==> config.mk <==
export PLATFORM = sky130hd
export DESIGN_NAME = seb_ctrl
export DESIGN_NICKNAME = d
export VERILOG_FILES = /design/src/seb_pkg.sv /design/src/seb_ctrl.sv
export SDC_FILE = /design/constraint.sdc
export NUM_CORES = 1
export LEC_CHECK = 0
export ABC_AREA = 1
export BUFFER_PORTS_ARGS = -buffer_cell sky130_fd_sc_hd__buf_2
export CAP_MARGIN = 20
export CORE_MARGIN = 5
export CORE_UTILIZATION = 44
export DETAILED_ROUTE_END_ITERATION = 8
export GPL_TIMING_DRIVEN = 0
export HOLD_SLACK_MARGIN = 0.03
export PLACE_DENSITY = 0.78
export SYNTH_ARGS = -nofsm -noshare
export SYNTH_HDL_FRONTEND = slang
export SYNTH_SLANG_ARGS = --single-unit
==> constraint.sdc <==
create_clock -name clk -period 1.55 [get_ports clk]
set_clock_uncertainty 0.15 [all_clocks]
set_input_delay 0.155 -clock clk [delete_from_list [all_inputs] [get_ports clk]]
set_output_delay 0.155 -clock clk [all_outputs]
set_load 0.02 [all_outputs]
==> src/seb_pkg.sv <==
// Shared types and codes for the sparse extent block store.
package seb_pkg;

  localparam logic [1:0] ST_OK      = 2'd0;
  localparam logic [1:0] ST_RANGE   = 2'd1;
  localparam logic [1:0] ST_NOSPACE = 2'd2;

  localparam logic [1:0] CFG_DISK_BLOCKS = 2'd0;
  localparam logic [1:0] CFG_EXTENT_SIZE = 2'd1;

  typedef struct packed {
    logic       load;
    logic       div_start;
    logic       div_step;
    logic       map_rd;
    logic       map_clr;
    logic       map_hit;
    logic       alloc;
    logic       pclr;
    logic       addr_calc;
    logic       pool_acc;
    logic       out_load;
    logic [1:0] res_status;
    logic       res_mem;
  } seb_cmd_t;

  typedef struct packed {
    logic cfg_wr;
    logic range_err;
    logic div_done;
    logic map_valid;
    logic is_write;
    logic pool_fit;
    logic clr_last;
    logic pclr_last;
  } seb_stat_t;

endpackage

==> src/seb_ctrl.sv <==
// Controller: sequences range check, divide, map lookup, extent clear and pool access.
module seb_ctrl (
  input  logic              clk,
  input  logic              rst_n,
  input  logic              in_valid,
  output logic              in_ready,
  output logic              out_valid,
  input  logic              out_ready,
  input  seb_pkg::seb_stat_t stat,
  output seb_pkg::seb_cmd_t  cmd
);

  typedef enum logic [3:0] {
    S_CLEAR, S_IDLE, S_CHECK, S_DIV, S_MAPRD, S_MAPCHK, S_PCLR, S_ADDR, S_ACC, S_FINISH
  } state_t;

  state_t     state_r;
  logic       out_valid_r;
  logic [1:0] res_status_r;
  logic       res_mem_r;

  assign in_ready  = (state_r == S_IDLE);
  assign out_valid = out_valid_r;

  always_comb begin
    cmd = '0;
    cmd.res_status = res_status_r;
    cmd.res_mem    = res_mem_r;
    unique case (state_r)
      S_CLEAR:  cmd.map_clr = 1'b1;
      S_IDLE:   cmd.load = in_valid;
      S_CHECK:  cmd.div_start = !stat.range_err;
      S_DIV:    cmd.div_step = !stat.div_done;
      S_MAPRD:  cmd.map_rd = 1'b1;
      S_MAPCHK: begin
        cmd.map_hit = stat.map_valid;
        cmd.alloc   = !stat.map_valid && stat.is_write && stat.pool_fit;
      end
      S_PCLR:   cmd.pclr = 1'b1;
      S_ADDR:   cmd.addr_calc = 1'b1;
      S_ACC:    cmd.pool_acc = 1'b1;
      S_FINISH: cmd.out_load = !out_valid_r || out_ready;
      default:  ;
    endcase
  end

  always_ff @(posedge clk) begin
    if (!rst_n) begin
      state_r      <= S_CLEAR;
      out_valid_r  <= 1'b0;
      res_status_r <= seb_pkg::ST_OK;
      res_mem_r    <= 1'b0;
    end else begin
      // S_FINISH refills the output register itself
      if (out_valid_r && out_ready && (stat.cfg_wr || state_r != S_FINISH))
        out_valid_r <= 1'b0;
      priority if (stat.cfg_wr) begin
        state_r <= S_CLEAR;
      end else begin
        unique case (state_r)
          S_CLEAR: if (stat.clr_last) state_r <= S_IDLE;
          S_IDLE: if (in_valid) state_r <= S_CHECK;
          S_CHECK: begin
            if (stat.range_err) begin
              res_status_r <= seb_pkg::ST_RANGE;
              res_mem_r    <= 1'b0;
              state_r      <= S_FINISH;
            end else begin
              state_r <= S_DIV;
            end
          end
          S_DIV: if (stat.div_done) state_r <= S_MAPRD;
          S_MAPRD: state_r <= S_MAPCHK;
          S_MAPCHK: begin
            priority if (stat.map_valid) begin
              res_status_r <= seb_pkg::ST_OK;
              res_mem_r    <= !stat.is_write;
              state_r      <= S_ADDR;
            end else if (!stat.is_write) begin
              res_status_r <= seb_pkg::ST_OK;
              res_mem_r    <= 1'b0;
              state_r      <= S_FINISH;
            end else if (!stat.pool_fit) begin
              res_status_r <= seb_pkg::ST_NOSPACE;
              res_mem_r    <= 1'b0;
              state_r      <= S_FINISH;
            end else begin
              res_status_r <= seb_pkg::ST_OK;
              res_mem_r    <= 1'b0;
              state_r      <= S_PCLR;
            end
          end
          S_PCLR: if (stat.pclr_last) state_r <= S_ADDR;
          S_ADDR: state_r <= S_ACC;
          S_ACC: state_r <= S_FINISH;
          S_FINISH: begin
            if (!out_valid_r || out_ready) begin
              out_valid_r <= 1'b1;
              state_r     <= S_IDLE;
            end
          end
          default: state_r <= S_CLEAR;
        endcase
      end
    end
  end

endmodule

# Yosys cells after proc, flatten, opt, wreduce, memory -nomap -nowiden
# Index checks and enable logic that the tools add are counted.
# Widths: inputs -> output; s select.
op_classes:
  eq_ne: 16
  mux: 32
  n_bitwise: 2
  reduce_logical: 16
op_table:
  columns: ["operator", "n"]
  rows:
  - ["$pmux 4 s10", 1]
  - ["$mux 4", 9]
  - ["$eq 4x3->1 const B", 4]
  - ["$mux 1", 15]
  - ["$ne 2x2->1 const B", 6]
  - ["$mux 2", 5]
  - ["$eq 4x2->1 const B", 2]
  - ["$eq 4x4->1 const B", 2]
  - ["$logic_not 1->1", 5]
  - ["$reduce_and 5->1", 1]
  - ["$eq 4x1->1 const B", 1]
  - ["$logic_and 1x1->1", 4]
  - ["$logic_not 4->1", 1]
  - ["$ne 4x4->1 const B", 1]
  - ["$pmux 2 s2", 1]
  - ["$reduce_and 3->1", 1]
  - ["$logic_or 1x1->1", 2]
  - ["$not 1->1", 2]
  - ["$pmux 1 s2", 1]
  - ["$reduce_bool 2->1", 1]
  - ["$reduce_or 2->1", 1]
totals:
  regBits: 8
  in_bits: 12
  out_inout_bits: 16
  word_cells: 70

# Logic depth before layout (Yosys ltp)
# Gate-level depths: netlist of the first run.
depth:
  ltp_word: 7
  mapped_depth: 9
  ltp_nobuf: 9

# Least setup slack after synthesis of the first run
# Ideal clock, no wire load.
synth_timing:
  path_kind: "reg-to-output"
  startpoint: "register state_r[0]"
  endpoint: "output port cmd[13] in the netlist's numbering"
  arrival_time_ns: 1.187
  required_ns: 1.245
  slack_ns: 0.058
  path_stages_with_launch: 5
  n_path_buf: 0
  path_cell_list: "dfxtp_1 nand2_1 nor2_2 inv_1 nor2_1"
synth_lines:
  columns: ["element", "line", "rtl"]
  rows:
  - ["start: declaration", "seb_ctrl.sv:17", "state_t state_r;"]
  - ["start signal: assignment", "seb_ctrl.sv:49", "state_r <= S_CLEAR;"]
  - ["start signal: assignment", "seb_ctrl.sv:58", "state_r <= S_CLEAR;"]
  - ["start signal: assignment", "seb_ctrl.sv:61", "S_CLEAR: if (stat.clr_last) state_r <= S_IDLE;"]
  - ["end: declaration", "seb_ctrl.sv:10", "output seb_pkg::seb_cmd_t cmd"]

==> out/qor.txt, run 1 <==
Final setup viols: 0
Seq/Total Area, Yosys: 26.4%
WL/cell: 12.2 µm
DRC: 0
WL final: 1.90 mm
R2R Setup Slk: 0.07 ns
R2R depth: 10
Max Root-Sink Buffers: 2
CP delay by family, top: flip-flops
sequential cell fraction of total power: 39.7%
Hold Crit Start: out_ready
die width: 47.1 µm
Core Region: 1300 µm²
number of nets in the layout: 154
Sink Count: 8
worst-path fanout max: 4
number of port buffers: 27
Num CTS Buffers: 3
Worst Path Buf+Inv: 3
Initial Util: 46.5%
worst slew pin tran: 0.317 ns
Crit. End Element: primary output
initial antenna violation count: 0
Hold Path Class: primary input to register
clock network latency to the later pin of the worst-skew pair: 0.27 ns
Final Cycle Share: 99.5%
Hold Path Sink: out_valid
diodes inserted: 0
Critical Path RT: 1.24 ns
commonest cells after routing, fill and taps aside: buf_2, nand2_1, nor2_1
delay of the slowest critical-path stage: 0.35 ns
Critical Path AT: 1.24 ns
Avg Inst Size Synth: 5.71 µm²
hold_ws: 0.0406 ns
Hold Vio Cnt, Final: 0
Internal: 370 µW
combinational share of power: 30.6%
DR vias: 799
hold depth: 4
Critical Path Start: state_r[2]
number of global-route vias before repair: 639
Slew Limit Fails: 0
IO Count: 28
grt total ovfl: 0
Crit-path slowest cell: dfxtp_2
Min Clock Period, post-route: 1.54 ns
Clk pwr share: 29.8%
CTS tree: built
area grow syn2layout: 45.2%
startpoint types: register
PD cells: 655 nW/µm²
DIE AREA: 2220 µm²
GPL Wtd Cong: 0.826
Antenna Violating Nets Remaining: 0
CTS H-Tree Depth: 1
Worst-path clk slew: 0.06 ns
worst IR drop on VDD: 0.000477 V
Levels on crit path: 6
Worst R2R End: state_r[1]
outcome: finished, final reports clean
# rows: 13
cell area after synthesis: 606 µm²
Global Route Usage Sum: 16.8%
CTS root buffer: clkbuf_4
#FFs+latches synth: 8
switch share: 35.8%
net count of the mapped netlist: 118
setup ws final: 0.00775 ns
commonest non-fill, non-tap cell in the layout: buf_2
global-route wire length before repair: 2.57 mm
worst r2r src: state_r[2]
RSZ-0062 raised after global routing: true
Post-Syn Instances: 106
pin count of the biggest net entering global routing: 8
post-DP HPWL: 1.35 mm
crit path cell chain: inv_2 > nand2_2 > nor2_4 > inv_1 > nor2_1 > buf_4
chip height: 47.1 µm
WS Path Type: register to primary output
P_sw: 206 µW
share of cells above drive strength 1: 38.6%
Max Clk Rate: 648 MHz
Leak: 0.494 nW
headroom to the max-slew limit: 78.8%
Vias/cell: 5.15
Setup Slack @ Placement: 0.0161 ns
Iteration-0 DRC Markers: 27
Initial DRT Pass Iterations: 4
Max Cap Viol: 0
Distinct cells, synth: 19
synth warn: 0
## tightest hold or removal path, cell delays in order
cell and delay, ns:
buf_2 0.07, nor2_1 0.05, nand2_1 0.05, o21ai_0 0.07
## cell families (layout without fill, tap and decap cells)
family	Yosys count	count (layout)	synth area share, %
AND/OR/NAND/NOR	66	66	49.6
buffers and inverters	21	55	13.6
AO/OA/AOI/OAI	11	11	10.3
flip-flops	8	8	26.4
## routing by layer
layer / wire [µm] / track usage, % / vias up
li1: - / - / 402
met1: 698 / 18.1 / 341
met2: 964 / 30.6 / 46
met3: 173 / 6.90 / 10
met4: 59 / 3.31 / 0
met5: 0 / 0 / -
## per-stage QoR
step	utilization [%]	power [mW]	instances	instance area [µm²]	setup TNS (ns)
finish	67.6	0.576	155	880	0
global route	67.6	0.608	155	880	-0.328
CTS	65.0	0.563	154	846	0
floorplan	-	0.331	106	606	0
global placement	58.4	0.374	148	759	0
detailed placement	58.4	0.379	148	759	0
## synth_stat cells, drive strengths merged
cell type   n  area [µm²]
nor2       26         110
nand3       9        55.1
a41oi       1        8.76
o22ai       2        12.5
nor3        1        5.00
inv        20        75.1
a31oi       1        6.26
o21ai       2        10.0
dfxtp       8         160
nand2      26         103
buf         1        7.51
a21oi       5        25.0
nand3b      2        15.0
nand4       2        12.5
## power groups by stage
stage | Clock [mW] | Combinational (mW) | Sequential (mW)
2_1_floorplan | 0 | 0.0996 | 0.231
6_report | 0.171 | 0.176 | 0.228
5_1_grt | 0.185 | 0.194 | 0.229
3_5_place_dp | 0 | 0.149 | 0.231
4_1_cts | 0.173 | 0.162 | 0.228
3_3_place_gp | 0 | 0.144 | 0.230
## flip-flops by register name, summed over array words and instances (netlist names)
name and cells:
state_r 4, res_mem_r 1, res_status_r 2, out_valid 1
## timing repair
item / 4_1_cts / 5_1_grt
setup buffers: 1 / 1
setup endpoints to repair: 7 / 9
endpoints found under the hold margin: 2 / 0
gates cloned: 0 / 0
gates resized for setup: 15 / 7
pin swaps: 1 / 2
hold buffers: 2 / 0
## how the worst max path moves through the flow
stage	to	slack (ns)
3_3_place_gp	res_status_r[1]	0.05
6_report	cmd[13]	0.008
4_1_cts	cmd[11]	0.0008
5_1_grt	cmd[13]	-0.08
3_5_place_dp	res_status_r[1]	0.02
2_1_floorplan	cmd[13]	0.06
## layout make-up
type	instances	area, µm²
Inverter	20	77.6
Timing Repair Buffer	31	175
Clock buffer	3	22.5
Tap cell	15	18.8
Sequential cell	8	173
Multi-Input combinational cell	77	405
Buffer	1	7.51
Fill cell	116	422
No activity file was read; power rests on OpenSTA's default activity.
==> run 2, diff against run 1 <==
- ABC_AREA: 1 -> unset
==> out/qor.txt, run 2 <==
initial antenna violation count: 0
DR vias: 872
Synth Area in Simple Gates: 44.5%
Critical Path AT: 1.36 ns
DRC: 0
mux share of post-synthesis cell area: 3.33%
Num CTS Buffers: 3
Crit. End Element: primary output
Sink Count: 8
xor and xnor fraction of the mapped netlist area: 0%
DIE AREA: 2210 µm²
area grow syn2layout: 90.0%
RSZ-0062 raised after global routing: true
commonest cells after routing, fill and taps aside: buf_2, buf_4, nor2_1
IO Count: 28
Core Region: 1300 µm²
die width: 47.0 µm
CTS H-Tree Depth: 1
Final setup viols: 16
worst slew pin tran: 0.374 ns
global-route wire length before repair: 3.87 mm
Global Route Usage Sum: 25.4%
diodes inserted: 0
Async SR Flop Fraction: 0%
Hold Path Class: primary input to register
Setup Slack @ Placement: -0.177 ns
Critical Path RT: 1.24 ns
Max Cap Viol: 0
grt total ovfl: 0
Post-synth EDFFs: 0
hold depth: 3
violated checks: setup timing
Antenna Violating Nets Remaining: 0
WL final: 2.95 mm
number of flip-flops in the largest register: 4
largest registers: state_r (4), res_status_r (2)
Slew Limit Fails: 0
pin count of the biggest net entering global routing: 11
Distinct cells, synth: 31
Leak: 0.500 nW
net count of the mapped netlist: 90
placed cell count: 120
Max Root-Sink Buffers: 2
Top reg by flops: state_r
Initial DRT Pass Iterations: 4
Area contributors post-synth: dfxtp_1, nand2b_1, nand3b_1, nor2_1, nand2_1
Vias/cell: 6.46
fin cells: 135
Initial Util: 46.2%
outcome: finished with violations
fraction of the mapped netlist area in adder cells: 0%
Worst-path clk slew: 0.07 ns
number of nets in the layout: 134
Final Cycle Share: 108%
worst-path fanout max: 8
leading area contributor after synthesis: dfxtp_1
number of global-route vias before repair: 841
CTS root buffer: clkbuf_4
startpoint types: register
setup ws final: -0.118 ns
headroom to the max-slew limit: 75.0%
CTS tree: built
post-DP HPWL: 1.24 mm
Final Util: 87.9%
# rows: 13
GPL Wtd Cong: 0.841
commonest non-fill, non-tap cell in the layout: buf_2
worst IR drop on VDD: 0.000447 V
Hold Vio Cnt, Final: 0
cell area after synthesis: 602 µm²
grt met1 use: 26.5%
hold_ws: 0.0360 ns
Yosys top cell area share: 26.6%
WS Path Type: register to primary output
most used routing layer in global routing: met2
#FFs+latches synth: 8
Seq/Total Area, Yosys: 26.6%
fillcell total: 63
Min Clock Period, post-route: 1.67 ns
chip height: 47.0 µm
Max Clk Rate: 600 MHz
WL/cell: 21.9 µm
R2R depth: 4
cell with the most instances after synthesis: dfxtp_1
Synth Area in Compound Gates: 18.7%
Top FF cell, synth: dfxtp_1
Iteration-0 DRC Markers: 58
PD cells: 462 nW/µm²
met3 Use GR: 8.05%
largest family of logic cells by synthesized area: simple AND/OR/NAND/NOR gates
synth warn: 0
Avg Inst Size Synth: 7.72 µm²
met2 GRT Util: 40.9%
clock network latency to the later pin of the worst-skew pair: 0.27 ns
Pwr Total: 529 µW
Synth top cells by count: dfxtp_1, nor2_1, nand2_1
number of port buffers: 27
Post-Syn Instances: 78
share of cells above drive strength 1: 58.3%
-- run 2: final cells by class --
class / count / area (µm²) / share of cell area, %
multi-input cells: 62 / 571 / 49.9
repair buffers: 40 / 274 / 24.0
flip-flops and latches: 8 / 173 / 15.1
plain buffers: 5 / 77.6 / 6.78
clock buffers: 3 / 22.5 / 1.97
well taps: 15 / 18.8 / 1.64
inverters: 2 / 7.51 / 0.656
-- run 2: routing by layer --
metal	share of wire (%)	vias up
met2	49	49
met3	7.1	12
met4	3.7	0
met1	40	438
met5	0	-
li1	-	373
-- run 2: worst paths after layout --
| check | from | to | slack (ns) |
|---|---|---|---|
| hold / removal | stat[3] | res_mem_r | 0.04 |
| setup reg to reg | state_r[2] | res_status_r[0] | -0.09 |
| hold reg to reg | res_mem_r | res_mem_r | 0.31 |
| setup / recovery | state_r[1] | cmd[13] | -0.12 |
-- run 2: cell families after synthesis --
logic type | after synthesis
and+or+nand+nor | 44
AOI/OAI and AO/OA | 16
DFF | 8
muxes | 2
buffers and inverters | 8
-- run 2: power breakdown --
| part | total [mW] | switching [mW] | internal, mW |
|---|---|---|---|
| Sequential | 0.211 | 0.00658 | 0.204 |
| Clock | 0.185 | 0.0952 | 0.0900 |
| Combinational | 0.133 | 0.0673 | 0.0654 |
| Total | 0.529 | 0.169 | 0.360 |
-- run 2: critical path: stages (launching register included) --
cell	delay (ns)
dfxtp_4	0.38
clkbuf_16	0.17
nand2b_4	0.16
nor3_4	0.11
and2_4	0.16
buf_6	0.11
-- run 2: per-stage QoR --
step / area [µm²] / TNS, ns
6_report: 1140 / -0.909
3_5_place_dp: 787 / -1.23
4_1_cts: 993 / -0.434
5_1_grt: 1140 / -1.67
2_1_floorplan: 633 / -0.361
3_3_place_gp: 787 / -1.03
-- run 2: repair_timing --
item	CTS	global route
cloned	0	0
hold endpoints to repair	1	0
pin swaps	7	8
hold buffers	1	0
resized for setup	28	29
buffers inserted	11	1
setup endpoints to repair	17	16
==> run 3, diff against run 2 <==
- MAX_ROUTING_LAYER: unset -> met4
==> out/qor.txt, run 3 (synthesis gave the netlist of run 2 again) <==
Setup TNS: -1.01 ns
DIE AREA: 2210 µm²
fin cells: 135
delay of the slowest critical-path stage: 0.41 ns
commonest non-fill, non-tap cell in the layout: buf_2
Hold Vio Cnt, Final: 0
largest registers: state_r (4), res_status_r (2)
die width: 47.0 µm
worst slew pin tran: 0.393 ns
CTS tree: built
Final Cycle Share: 114%
WL final: 2.90 mm
headroom to the max-slew limit: 73.5%
chip height: 47.0 µm
worst IR drop on VDD: 0.000449 V
Num CTS Buffers: 3
number of nets in the layout: 134
Vias/cell: 6.46
commonest cells after routing, fill and taps aside: buf_2, buf_4, nor2_1
Crit. End Element: primary output
Crit-path slowest cell: nor4_1
Critical Path AT: 1.46 ns
CTS root buffer: clkbuf_4
area grow syn2layout: 89.0%
fillcell total: 77
setup ws final: -0.212 ns
number of global-route vias before repair: 838
Initial DRT Pass Iterations: 5
worst-path fanout max: 10
Min Clock Period, post-route: 1.76 ns
startpoint types: register
IO Count: 28
share of cells above drive strength 1: 58.3%
clock network latency to the later pin of the worst-skew pair: 0.27 ns
number of port buffers: 27
CTS H-Tree Depth: 1
Max Root-Sink Buffers: 2
Initial Util: 46.2%
placed cell count: 120
Final Util: 87.4%
PD cells: 463 nW/µm²
diodes inserted: 0
Worst-path clk slew: 0.07 ns
global-route wire length before repair: 3.88 mm
Max Clk Rate: 567 MHz
Antenna Violating Nets Remaining: 0
# rows: 13
RSZ-0062 raised after global routing: true
Sink Count: 8
Slew Limit Fails: 0
post-DP HPWL: 1.24 mm
most used routing layer in global routing: met2
met3 Use GR: 7.66%
met2 GRT Util: 40.9%
WS Path Type: register to primary output
pin count of the biggest net entering global routing: 11
crit path cell chain: buf_8 > nor4_1 > buf_2
GPL Wtd Cong: 0.854
Hold Path Class: primary input to register
WL/cell: 21.5 µm
Final setup viols: 14
Leak: 0.484 nW
grt met1 use: 26.7%
number of flip-flops in the largest register: 4
Max Cap Viol: 0
Global Route Usage Sum: 26.2%
violated checks: setup timing
DRC: 0
Top reg by flops: state_r
outcome: finished with violations
Core Region: 1300 µm²
Critical Path RT: 1.24 ns
initial antenna violation count: 0
DR vias: 872
grt total ovfl: 0
Iteration-0 DRC Markers: 55
-- run 3: critical path, delay by kind of cell, from the launching register on --
family | cells | cell delay (ns)
buffers and inverters | 2 | 0.42
AND/OR/NAND/NOR | 1 | 0.41
flip-flops | 1 | 0.37
-- run 3: stage by stage --
stage                     worst slack (ns)  power [mW]  hold slack (ns)  instance area (µm²)
final                               -0.212       0.527           0.0413                 1140
after detailed placement            -0.177       0.288            0.298                  787
after global routing                -0.269       0.537           0.0644                 1140
after floorplan                     -0.152       0.257            0.122                  633
after CTS                           -0.123       0.486           0.0369                  993
after global placement              -0.143       0.288            0.287                  787
-- run 3: final cells by class --
cell class	instances	area, µm²	area share, %
multi-input combinational	62	564	49.6
timing repair buffer	40	274	24.1
sequential	8	173	15.2
buffer	5	77.6	6.82
clock buffer	3	22.5	1.98
tap	15	18.8	1.65
inverter	2	7.51	0.660
-- run 3: metal layers --
layer  up-vias  routed length [µm]
li1        372                   -
met1       403                1100
met2        79                1410
met3        18                 261
met4         0                 124
met5         -                   0
-- run 3: what timing repair did --
action / in CTS / in global routing
cloned: 0 / 0
setup buffers: 11 / 1
endpoints found under the setup margin: 17 / 17
hold buffers: 1 / 0
resized for setup: 28 / 28
pin swaps: 7 / 10
hold endpoints to repair: 1 / 0
-- run 3: final timing paths --
kind | startpoint | end | slack (ns) | cells past startpoint
worst max-delay path | state_r[3] | cmd[9] | -0.21 | 3
worst max register to register | state_r[1] | state_r[3] | -0.12 | 5
worst min register to register | res_status_r[1] | res_status_r[1] | 0.31 | 2
worst min-delay path | stat[3] | res_mem_r | 0.04 | 3
-- run 3: power breakdown --
part / total, mW / leakage (nW) / switching [mW] / internal [mW]
clock: 0.185 / 0.0138 / 0.0951 / 0.0899
combinational: 0.131 / 0.403 / 0.0669 / 0.0641
sequential: 0.211 / 0.0674 / 0.00660 / 0.204
total: 0.527 / 0.484 / 0.169 / 0.358
